### config.mk
export PLATFORM = sky130hd
export DESIGN_NAME = heading_pd_omni_drive
export DESIGN_NICKNAME = d
export VERILOG_FILES = /design/src/hpd_pkg.sv /design/src/hpd_front.sv /design/src/hpd_fifo.sv /design/src/hpd_back.sv /design/src/heading_pd_omni_drive.sv
export SDC_FILE = /design/constraint.sdc
export NUM_CORES = 2
export LEC_CHECK = 0
export BUFFER_PORTS_ARGS = -buffer_cell sky130_fd_sc_hd__clkbuf_2
export CELL_PAD_IN_SITES_DETAIL_PLACEMENT = 1
export CELL_PAD_IN_SITES_GLOBAL_PLACEMENT = 2
export CORE_MARGIN = 2
export CORE_UTILIZATION = 38
export DETAILED_ROUTE_END_ITERATION = 10
export PLACE_DENSITY_LB_ADDON = 0.3
export SLEW_MARGIN = 20
export SYNTH_ARGS = -nofsm -noshare
export SYNTH_HDL_FRONTEND = slang
export SYNTH_HIERARCHICAL = 1
export SYNTH_SLANG_ARGS = --single-unit
### constraint.sdc
create_clock -name clk -period 11.9 [get_ports clk]
set_input_delay 2.38 -clock clk [delete_from_list [all_inputs] [get_ports clk]]
set_output_delay 2.38 -clock clk [all_outputs]
set_load 0.1 [all_outputs]
### src/hpd_pkg.sv
// Shared types, constants and the quarter-wave sine table for the heading PD omni drive.
// No dependencies; every other file of the block imports this package.
`default_nettype none

package hpd_pkg;

	// Defaults for the top-level parameters
	localparam int SINE_FRAC_BITS_DEF = 15;
	localparam int FIFO_DEPTH_DEF     = 4;

	localparam int NUM_WHEELS = 4;

	// Gyro fold: readings above the threshold have the offset taken off, so 401..809 wrap to negative error
	localparam int GYRO_FOLD_THRESH = 400;
	localparam int GYRO_FOLD_OFFSET = 810;

	// Angles in whole degrees
	localparam int QUARTER_TURN = 90;
	localparam int HALF_TURN    = 180;
	localparam int THREE_QUARTS = 270;
	localparam int FULL_TURN    = 360;
	localparam int SINE_ENTRIES = QUARTER_TURN + 1;

	// Per-wheel angle offset (mod 360) and negation
	localparam logic [8:0] WHEEL_OFFSET [NUM_WHEELS] = '{9'd300, 9'd60, 9'd225, 9'd135};
	localparam logic [NUM_WHEELS-1:0] WHEEL_NEGATE = 4'b0101;

	// Configuration register indexes
	typedef enum logic [1:0] {
		CFG_P_GAIN    = 2'd0,
		CFG_D_GAIN    = 2'd1,
		CFG_CORR_LIM  = 2'd2,
		CFG_MOTOR_LIM = 2'd3
	} cfg_idx_t;

	localparam logic [15:0] P_GAIN_RST    = 16'd5898;
	localparam logic [3:0]  D_GAIN_RST    = 4'd1;
	localparam logic [6:0]  CORR_LIM_RST  = 7'd25;
	localparam logic [6:0]  MOTOR_LIM_RST = 7'd50;

	typedef struct packed {
		logic [15:0] p_gain;
		logic [3:0]  d_gain;
		logic [6:0]  corr_lim;
		logic [6:0]  motor_lim;
	} cfg_t;

	// Reduced angle of one wheel: quarter-table index and sign of the drive
	typedef struct packed {
		logic       neg;
		logic [6:0] idx;
	} wheel_ang_t;

	// Item handed from the front end to the back end through the queue
	typedef struct packed {
		logic signed [10:0]         p_term;
		logic signed [15:0]         d_term;
		logic [6:0]                 power;
		wheel_ang_t [NUM_WHEELS-1:0] wheel;
	} item_t;

	// round(sin(k deg) * 32768), k = 0..90
	localparam logic [15:0] QUARTER_SINE [SINE_ENTRIES] = '{
		16'd0,     16'd572,   16'd1144,  16'd1715,  16'd2286,
		16'd2856,  16'd3425,  16'd3993,  16'd4560,  16'd5126,
		16'd5690,  16'd6252,  16'd6813,  16'd7371,  16'd7927,
		16'd8481,  16'd9032,  16'd9580,  16'd10126, 16'd10668,
		16'd11207, 16'd11743, 16'd12275, 16'd12803, 16'd13328,
		16'd13848, 16'd14365, 16'd14876, 16'd15384, 16'd15886,
		16'd16384, 16'd16877, 16'd17364, 16'd17847, 16'd18324,
		16'd18795, 16'd19261, 16'd19720, 16'd20174, 16'd20622,
		16'd21063, 16'd21498, 16'd21926, 16'd22348, 16'd22763,
		16'd23170, 16'd23571, 16'd23965, 16'd24351, 16'd24730,
		16'd25102, 16'd25466, 16'd25822, 16'd26170, 16'd26510,
		16'd26842, 16'd27166, 16'd27482, 16'd27789, 16'd28088,
		16'd28378, 16'd28660, 16'd28932, 16'd29197, 16'd29452,
		16'd29698, 16'd29935, 16'd30163, 16'd30382, 16'd30592,
		16'd30792, 16'd30983, 16'd31164, 16'd31336, 16'd31499,
		16'd31651, 16'd31795, 16'd31928, 16'd32052, 16'd32166,
		16'd32270, 16'd32365, 16'd32449, 16'd32524, 16'd32588,
		16'd32643, 16'd32688, 16'd32723, 16'd32748, 16'd32763,
		16'd32768
	};

	function automatic logic [15:0] sine_q15(input logic [6:0] idx);
		logic [6:0] safe;
		safe = (idx <= 7'(QUARTER_TURN)) ? idx : 7'd0;
		return QUARTER_SINE[safe];
	endfunction

endpackage

`default_nettype wire

### src/hpd_front.sv
// Front end: accepts input items, forms the P and D products and reduces the wheel angles.
// Depends on hpd_pkg; feeds hpd_fifo.
`default_nettype none

module hpd_front (
	input  wire logic          clk,
	input  wire logic          arst_n,
	input  wire logic          s_tvalid,
	input  wire logic          full,
	input  wire logic [31:0]   s_tdata,  // gyro_reading[9:0], direction_deg[18:10], drive_power[25:19]
	input  hpd_pkg::cfg_t      cfg,
	output logic               s_tready,
	output logic               push,
	output hpd_pkg::item_t     item
);
	import hpd_pkg::*;

	logic [9:0]         gyro;
	logic [8:0]         dir;
	logic [6:0]         power;
	logic signed [11:0] err;
	logic signed [10:0] e2;
	logic [9:0]         e2_mag;
	logic [25:0]        p_prod;
	logic [9:0]         p_mag;
	logic signed [10:0] dev;
	logic signed [11:0] dev_diff;
	logic signed [16:0] d_prod;
	logic signed [10:0] prev_q;
	logic [9:0]         ang_sum [NUM_WHEELS];
	logic [8:0]         ang_red [NUM_WHEELS];

	assign gyro  = s_tdata[9:0];
	assign dir   = s_tdata[18:10];
	assign power = s_tdata[25:19];

	assign s_tready = !full;
	assign push     = s_tvalid && s_tready;

	// P: fold, double, sign-magnitude product so the shift truncates toward zero
	always_comb begin
		if (gyro > 10'(GYRO_FOLD_THRESH))
			err = $signed({2'b00, gyro}) - 12'sd810;
		else
			err = $signed({2'b00, gyro});
		e2     = 11'(err <<< 1);
		e2_mag = e2[10] ? 10'(-e2) : e2[9:0];
		p_prod = e2_mag * cfg.p_gain;
		p_mag  = p_prod[25:16];
	end

	// D on the negated raw reading
	always_comb begin
		dev      = -$signed({1'b0, gyro});
		dev_diff = 12'(dev) - 12'(prev_q);
		d_prod   = dev_diff * $signed({1'b0, cfg.d_gain});
	end

	always_comb begin
		for (int w = 0; w < NUM_WHEELS; w++) begin
			ang_sum[w] = {1'b0, dir} + {1'b0, WHEEL_OFFSET[w]};
			if (ang_sum[w] >= 10'(2 * FULL_TURN))
				ang_red[w] = 9'(ang_sum[w] - 10'(2 * FULL_TURN));
			else if (ang_sum[w] >= 10'(FULL_TURN))
				ang_red[w] = 9'(ang_sum[w] - 10'(FULL_TURN));
			else
				ang_red[w] = ang_sum[w][8:0];

			if (ang_red[w] <= 9'(QUARTER_TURN)) begin
				item.wheel[w].idx = ang_red[w][6:0];
				item.wheel[w].neg = WHEEL_NEGATE[w];
			end else if (ang_red[w] <= 9'(HALF_TURN)) begin
				item.wheel[w].idx = 7'(9'(HALF_TURN) - ang_red[w]);
				item.wheel[w].neg = WHEEL_NEGATE[w];
			end else if (ang_red[w] <= 9'(THREE_QUARTS)) begin
				item.wheel[w].idx = 7'(ang_red[w] - 9'(HALF_TURN));
				item.wheel[w].neg = !WHEEL_NEGATE[w];
			end else begin
				item.wheel[w].idx = 7'(9'(FULL_TURN) - ang_red[w]);
				item.wheel[w].neg = !WHEEL_NEGATE[w];
			end
		end
		item.p_term = e2[10] ? -$signed({1'b0, p_mag}) : $signed({1'b0, p_mag});
		item.d_term = 16'(d_prod);
		item.power  = power;
	end

	always_ff @(posedge clk or negedge arst_n) begin
		if (!arst_n)
			prev_q <= '0;
		else if (push)
			prev_q <= dev;
	end

	a_prev_only_on_accept: assert property (@(posedge clk) disable iff (!arst_n)
		!push |=> $stable(prev_q))
		else $error("previous deviation changed without an accepted item");

endmodule

`default_nettype wire

### src/hpd_fifo.sv
// Short queue between front and back end, one entry per accepted item.
// Depends on hpd_pkg for the entry type.
`default_nettype none

module hpd_fifo #(
	parameter int DEPTH = hpd_pkg::FIFO_DEPTH_DEF
) (
	input  wire logic      clk,
	input  wire logic      arst_n,
	input  wire logic      push,
	input  hpd_pkg::item_t wr_item,
	input  wire logic      pop,
	output hpd_pkg::item_t rd_item,
	output logic           full,
	output logic           empty
);
	import hpd_pkg::*;

	localparam int PW = (DEPTH > 1) ? $clog2(DEPTH) : 1;
	localparam int CW = $clog2(DEPTH + 1);

	item_t         mem [DEPTH];
	logic [PW-1:0] wr_ptr_q;
	logic [PW-1:0] rd_ptr_q;
	logic [CW-1:0] count_q;

	assign full    = (count_q == CW'(DEPTH));
	assign empty   = (count_q == '0);
	assign rd_item = mem[rd_ptr_q];

	always_ff @(posedge clk) begin
		if (push)
			mem[wr_ptr_q] <= wr_item;
	end

	always_ff @(posedge clk or negedge arst_n) begin
		if (!arst_n) begin
			wr_ptr_q <= '0;
			rd_ptr_q <= '0;
			count_q  <= '0;
		end else begin
			if (push)
				wr_ptr_q <= (wr_ptr_q == PW'(DEPTH - 1)) ? '0 : wr_ptr_q + 1'b1;
			if (pop)
				rd_ptr_q <= (rd_ptr_q == PW'(DEPTH - 1)) ? '0 : rd_ptr_q + 1'b1;
			if (push && !pop)
				count_q <= count_q + 1'b1;
			else if (pop && !push)
				count_q <= count_q - 1'b1;
		end
	end

	a_no_overflow: assert property (@(posedge clk) disable iff (!arst_n)
		push |-> !full)
		else $error("push into full queue");

	a_no_underflow: assert property (@(posedge clk) disable iff (!arst_n)
		pop |-> !empty)
		else $error("pop from empty queue");

	a_count_up: assert property (@(posedge clk) disable iff (!arst_n)
		push && !pop |=> count_q == CW'($past(count_q) + 1'b1))
		else $error("queue count lost an item");

endmodule

`default_nettype wire

### src/hpd_back.sv
// Back end: clamps the correction, scales the sine drives, mixes and encodes the wheels.
// Two pipeline stages; depends on hpd_pkg, drains hpd_fifo.
`default_nettype none

module hpd_back #(
	parameter int SINE_FRAC_BITS = hpd_pkg::SINE_FRAC_BITS_DEF
) (
	input  wire logic         clk,
	input  wire logic         arst_n,
	input  wire logic         empty,
	input  hpd_pkg::item_t    item,
	input  hpd_pkg::cfg_t     cfg,
	output logic              pop,
	output logic              m_tvalid,
	input  wire logic         m_tready,
	output logic [39:0]       m_tdata  // wheel0_pwm[7:0], wheel1_pwm[15:8], wheel2_pwm[23:16],
	                                   // wheel3_pwm[31:24], correction[39:32]
);
	import hpd_pkg::*;

	localparam int SW   = SINE_FRAC_BITS + 1;
	localparam int DOWN = (SINE_FRAC_BITS < 15) ? 15 - SINE_FRAC_BITS : 0;
	localparam int UP   = (SINE_FRAC_BITS > 15) ? SINE_FRAC_BITS - 15 : 0;
	localparam logic [31:0] RND = (32'd1 << DOWN) >> 1;

	logic              adv_s1;
	logic              adv_s2;
	logic              valid_s1;
	logic              valid_s2;

	logic signed [16:0] corr_sum;
	logic signed [16:0] corr_lim;
	logic signed [7:0]  corr_c;
	logic [31:0]        sine_w   [NUM_WHEELS];
	logic [SW-1:0]      sine_s   [NUM_WHEELS];
	logic [SW+6:0]      prod     [NUM_WHEELS];
	logic [6:0]         mag      [NUM_WHEELS];
	logic signed [7:0]  drive_c  [NUM_WHEELS];

	logic signed [7:0]  drive_s1 [NUM_WHEELS];
	logic signed [7:0]  corr_s1;

	logic signed [8:0]  mix      [NUM_WHEELS];
	logic signed [8:0]  mlim;
	logic signed [8:0]  wclamp   [NUM_WHEELS];
	logic [7:0]         pwm_c    [NUM_WHEELS];

	logic [7:0]         pwm_s2   [NUM_WHEELS];
	logic [7:0]         corr_s2;

	assign adv_s2 = !valid_s2 || m_tready;
	assign adv_s1 = !valid_s1 || adv_s2;
	assign pop    = !empty && adv_s1;

	// Stage 1: correction clamp and the four sine products
	always_comb begin
		corr_sum = 17'(item.p_term) + 17'(item.d_term);
		corr_lim = $signed({10'd0, cfg.corr_lim});
		if (corr_sum > corr_lim)
			corr_c = 8'(corr_lim);
		else if (corr_sum < -corr_lim)
			corr_c = 8'(-corr_lim);
		else
			corr_c = 8'(corr_sum);

		for (int w = 0; w < NUM_WHEELS; w++) begin
			// table value rounded half up, or widened, to the working fraction
			sine_w[w]  = ((32'(sine_q15(item.wheel[w].idx)) + RND) >> DOWN) << UP;
			sine_s[w]  = sine_w[w][SW-1:0];
			prod[w]    = sine_s[w] * item.power;
			mag[w]     = prod[w][SINE_FRAC_BITS+6:SINE_FRAC_BITS];
			drive_c[w] = item.wheel[w].neg ? -$signed({1'b0, mag[w]}) : $signed({1'b0, mag[w]});
		end
	end

	// Stage 2: mix, clamp, sign-magnitude (zero always leaves as 0x00)
	always_comb begin
		mlim = $signed({2'b00, cfg.motor_lim});
		for (int w = 0; w < NUM_WHEELS; w++) begin
			if (w == 0 || w == 2)
				mix[w] = 9'(drive_s1[w]) + 9'(corr_s1);
			else
				mix[w] = 9'(drive_s1[w]) - 9'(corr_s1);
			if (mix[w] > mlim)
				wclamp[w] = mlim;
			else if (mix[w] < -mlim)
				wclamp[w] = -mlim;
			else
				wclamp[w] = mix[w];
			if (wclamp[w] < 0)
				pwm_c[w] = {1'b1, 7'(-wclamp[w])};
			else
				pwm_c[w] = {1'b0, wclamp[w][6:0]};
		end
	end

	always_ff @(posedge clk or negedge arst_n) begin
		if (!arst_n) begin
			valid_s1 <= 1'b0;
			valid_s2 <= 1'b0;
		end else begin
			if (adv_s1)
				valid_s1 <= !empty;
			if (adv_s2)
				valid_s2 <= valid_s1;
		end
	end

	always_ff @(posedge clk) begin
		if (pop) begin
			drive_s1 <= drive_c;
			corr_s1  <= corr_c;
		end
		if (adv_s2 && valid_s1) begin
			pwm_s2  <= pwm_c;
			corr_s2 <= corr_s1;
		end
	end

	assign m_tvalid = valid_s2;
	assign m_tdata  = {corr_s2, pwm_s2[3], pwm_s2[2], pwm_s2[1], pwm_s2[0]};

endmodule

`default_nettype wire

### src/heading_pd_omni_drive.sv
// Heading-hold PD correction mixed into a four-wheel omni drive (top level).
// Holds the configuration registers; instantiates hpd_front, hpd_fifo and hpd_back.
//
// One item in, one result out. The block takes an item every cycle while the queue is
// not full; after its item is accepted, a result passes the queue and then two back-end
// stages, and back-pressure on the result side is absorbed by the queue of
// FIFO_DEPTH entries before the input stalls. The only value carried from item to
// item is the previous deviation, updated in the accept cycle. Configuration may
// only change while no item is in flight.
`default_nettype none

module heading_pd_omni_drive #(
	parameter int SINE_FRAC_BITS = hpd_pkg::SINE_FRAC_BITS_DEF,
	parameter int FIFO_DEPTH     = hpd_pkg::FIFO_DEPTH_DEF
) (
	input  wire logic        clk,
	input  wire logic        arst_n,
	input  wire logic        s_tvalid,
	output logic             s_tready,
	input  wire logic [31:0] s_tdata,   // gyro_reading[9:0], direction_deg[18:10],
	                                    // drive_power[25:19], zero fill above
	output logic             m_tvalid,
	input  wire logic        m_tready,
	output logic [39:0]      m_tdata,   // wheel0_pwm[7:0], wheel1_pwm[15:8], wheel2_pwm[23:16],
	                                    // wheel3_pwm[31:24], correction[39:32]
	input  wire logic        cfg_we,
	input  wire logic [1:0]  cfg_index,
	input  wire logic [15:0] cfg_wdata
);
	import hpd_pkg::*;

	cfg_t  cfg_q;
	item_t fr_item;
	item_t bk_item;
	logic  push;
	logic  pop;
	logic  full;
	logic  empty;

	always_ff @(posedge clk or negedge arst_n) begin
		if (!arst_n) begin
			cfg_q.p_gain    <= P_GAIN_RST;
			cfg_q.d_gain    <= D_GAIN_RST;
			cfg_q.corr_lim  <= CORR_LIM_RST;
			cfg_q.motor_lim <= MOTOR_LIM_RST;
		end else if (cfg_we) begin
			case (cfg_index)
				CFG_P_GAIN:    cfg_q.p_gain    <= cfg_wdata;
				CFG_D_GAIN:    cfg_q.d_gain    <= cfg_wdata[3:0];
				CFG_CORR_LIM:  cfg_q.corr_lim  <= cfg_wdata[6:0];
				CFG_MOTOR_LIM: cfg_q.motor_lim <= cfg_wdata[6:0];
				default: ;
			endcase
		end
	end

	hpd_front u_front (
		.clk      (clk),
		.arst_n   (arst_n),
		.s_tvalid (s_tvalid),
		.full     (full),
		.s_tdata  (s_tdata),
		.cfg      (cfg_q),
		.s_tready (s_tready),
		.push     (push),
		.item     (fr_item)
	);

	hpd_fifo #(
		.DEPTH (FIFO_DEPTH)
	) u_fifo (
		.clk     (clk),
		.arst_n  (arst_n),
		.push    (push),
		.wr_item (fr_item),
		.pop     (pop),
		.rd_item (bk_item),
		.full    (full),
		.empty   (empty)
	);

	hpd_back #(
		.SINE_FRAC_BITS (SINE_FRAC_BITS)
	) u_back (
		.clk      (clk),
		.arst_n   (arst_n),
		.empty    (empty),
		.item     (bk_item),
		.cfg      (cfg_q),
		.pop      (pop),
		.m_tvalid (m_tvalid),
		.m_tready (m_tready),
		.m_tdata  (m_tdata)
	);

endmodule

`default_nettype wire
==> results.ini <==
[clock_network]
h-tree-depth = 2
cts_setup_buffers = 0
clockRootBuffer = clkbuf_16
clk_path_buf_depth = 3
cts_resized = 0
cts_buffers = 48
clk_pin_slew_ps = 60
clock-sinks = 398
worstSkewPairLatency_ps = 640
tritoncts = done
hold_buffers = 0

[sta]
whs_ps = 505.1
fin_skew_ps = 58.11
hold_viol = 0
setup_viol = 0
fin_crit_ps = 10780
tns_ps = 0
slew_headroom = 0.2367
period_share = 0.9061
report.final.slew_viol_count = 0
fmax_mhz = 92.74
worstMarginPinSlew_ps = 1136
rsz0062_at_grt = no

[cells_and_area]
nets = 6654
drive_gt1_frac = 0.09887
area_delta_synth_final_pct = 7.591
fin_cells = 7551
register_area_sq_um = 11710
num-fill-cells = 15820
multi_input_area_sq_um = 36970

[global_route]
antenna_found_initial = 2
grt_pass1_vias = 46080
grt_pass1_wl_mm = 261.5
grtUsageTotal = 0.2300
grt_max_degree = 67
grt_overflow_total = 0

[outcome]
status = completed

[drt]
drtIter0Drc = 2711
viasPerCell = 5.768
wire_per_inst_um = 21.46
dr.pass1.iters = 5
drc_errors = 0
via_count = 43560
ant_nets = 0
drt_wl_total_mm = 162.0

[synthesis]
synth_top_area_cell = edfxtp_1
syn_avg_cell_area_sq_um = 9.074
ys_seq_area_frac = 0.2240
synthMostInstantiatedCell = inv_1
synthTopCellsByCount = inv_1, nand2_1, ha_1, fa_1, nor2_1
synth_area_leaders = edfxtp_1, fa_1, ha_1
synth_top_area_frac = 0.1978
ys_types = 130
async_flop_share = 0.1357
syn_area_sq_um = 52230
yosys_register_bits = 398
synth_fp_nets = 6695
yosys_warnings = 6
post_synth_inst_count = 5756
synth-edff-count = 344
synth_top_flop_cell = edfxtp_1

[placement]
port_buffers = 90
dpl.cell_count = 7459
gp_congestion = 0.9060
dp_hpwl_mm = 122.1

[setup_path]
r2r_cells = 31
worst-r2r-setup-slack_ps = 1210
start_kind = primary input
crit_required_ps = 12260
worstReg2RegEnd = u_back/drive_s1[13]
slowest_stage = xnor2_1
crit_family = adder cells
path_class = in -> reg
r2r_start = u_fifo/rd_ptr_q[0]
path_max_fanout = 17
path_buf_inv = 5
crit_path_max_incr_delay_ps = 730
crit_path_end_kind = register
worstPathArrival_ps = 11140

[floorplanning]
start_util = 0.3813
dieArea_sq_um = 140400
die_y_um = 374.7
io_pins = 97
die_w_um = 374.7
core_sq_um = 137000
std_cell_rows = 136

[worst_hold_path]
hold_class = reg -> reg
min_from = u_front/prev_q[0]
hold-path-endpoint = u_front/prev_q[0]
worstHoldPathCells = 2

[job]
cap_violations = 0

==> layer usage <==
metal,part of all wire,up-vias,global-route usage
li1,-,20260,-
met1,0.47,22190,0.3245
met2,0.47,920,0.3815
met3,0.039,188,0.02123
met4,0.019,2,0.05158
met5,0.000062,-,0
==> worst max-delay path by stage <==
stage,cells after the start,endpoint,from,slack [ps]
6_report,31,u_fifo/mem[0][61],s_tdata[0],1120
5_1_grt,31,u_fifo/mem[3][61],s_tdata[0],370
4_1_cts,30,u_fifo/mem[2][61],s_tdata[0],1050
3_5_place_dp,30,u_fifo/mem[2][61],s_tdata[0],470
3_3_place_gp,31,u_fifo/mem[0][64],s_tdata[0],730
2_1_floorplan,32,u_fifo/mem[0][64],s_tdata[0],1830
==> cell type report <==
cell class,count,area share
inverters,600,0.04008
multi-input cells,4456,0.6579
flip-flops and latches,398,0.2083
well taps,1794,0.03994
repair buffers,211,0.02418
diodes,2,0.00008906
clock buffers,53,0.02189
clock inverters,37,0.007659
==> state kept, by name (all words and copies together) (netlist names) <==
register and cells:
cfg_q 34, u_back/corr_s1 8, u_back/corr_s2 8, u_back/drive_s1 32, u_back/m_tdata 32, u_back/m_tvalid 1
u_back/valid_s1 1, u_fifo/count_q 3, u_fifo/mem 264, u_fifo/rd_ptr_q 2, u_fifo/wr_ptr_q 2, u_front/prev_q 11
==> cell usage in the layout, fill, tap and decap left out, types with 20 or more instances in the layout <==
cell and count:
a211oi_1 59, a21o_1 64, a21oi_1 304, a221oi_1 30
a22oi_1 26, a311oi_1 20, a31oi_1 87, and2_1 284
and3_1 29, buf_4 121, clkbuf_16 48, clkbuf_2 89
dfrtp_1 39, edfxtp_1 344, fa_1 397, ha_1 487
inv_1 576, mux2_2 69, mux2i_1 45, mux4_2 67
nand2_1 560, nand2b_1 67, nand3_1 92, nand4_1 24
nor2_1 375, nor2b_1 64, nor3_1 123, nor4_1 46
o211ai_1 70, o21a_1 67, o21ai_0 240, o21ai_1 40
o21bai_1 21, o221ai_1 20, o22ai_1 41, o31ai_1 27
or3_1 22, xnor2_1 168, xor2_1 57
==> tightest hold or removal path, cell delays in order, from the launching register on <==
cell and delay, ps:
dfrtp_1 360, nand2_1 50, o21ai_0 60
==> cell families (layout without fill, tap and decap cells) <==
kind of cell / count (synthesis) / in the layout / share of synthesized area
DFF: 398 / 398 / 0.2240
muxes: 183 / 183 / 0.05287
and+or+nand+nor: 1787 / 1787 / 0.1669
other: 0 / 2 / 0
buffers and inverters: 902 / 901 / 0.06964
xor gates and xnor gates: 231 / 231 / 0.03957
adders and majority gates: 884 / 884 / 0.2688
AOI/OAI and AO/OA: 1371 / 1371 / 0.1782
==> stage by stage <==
step                setup slack [ps]  instance area [sq um]    util
finish                          1117                  56200  0.4102
detailed placement             469.9                  54510  0.3980
global placement               728.7                  54510  0.3980
global route                   367.6                  56190  0.4102
CTS                             1054                  56170  0.4101
floorplan                       1830                  52230       -
Power is not shown: default switching activity piles up to over one toggle a cycle in this logic, so the estimate is an artifact.
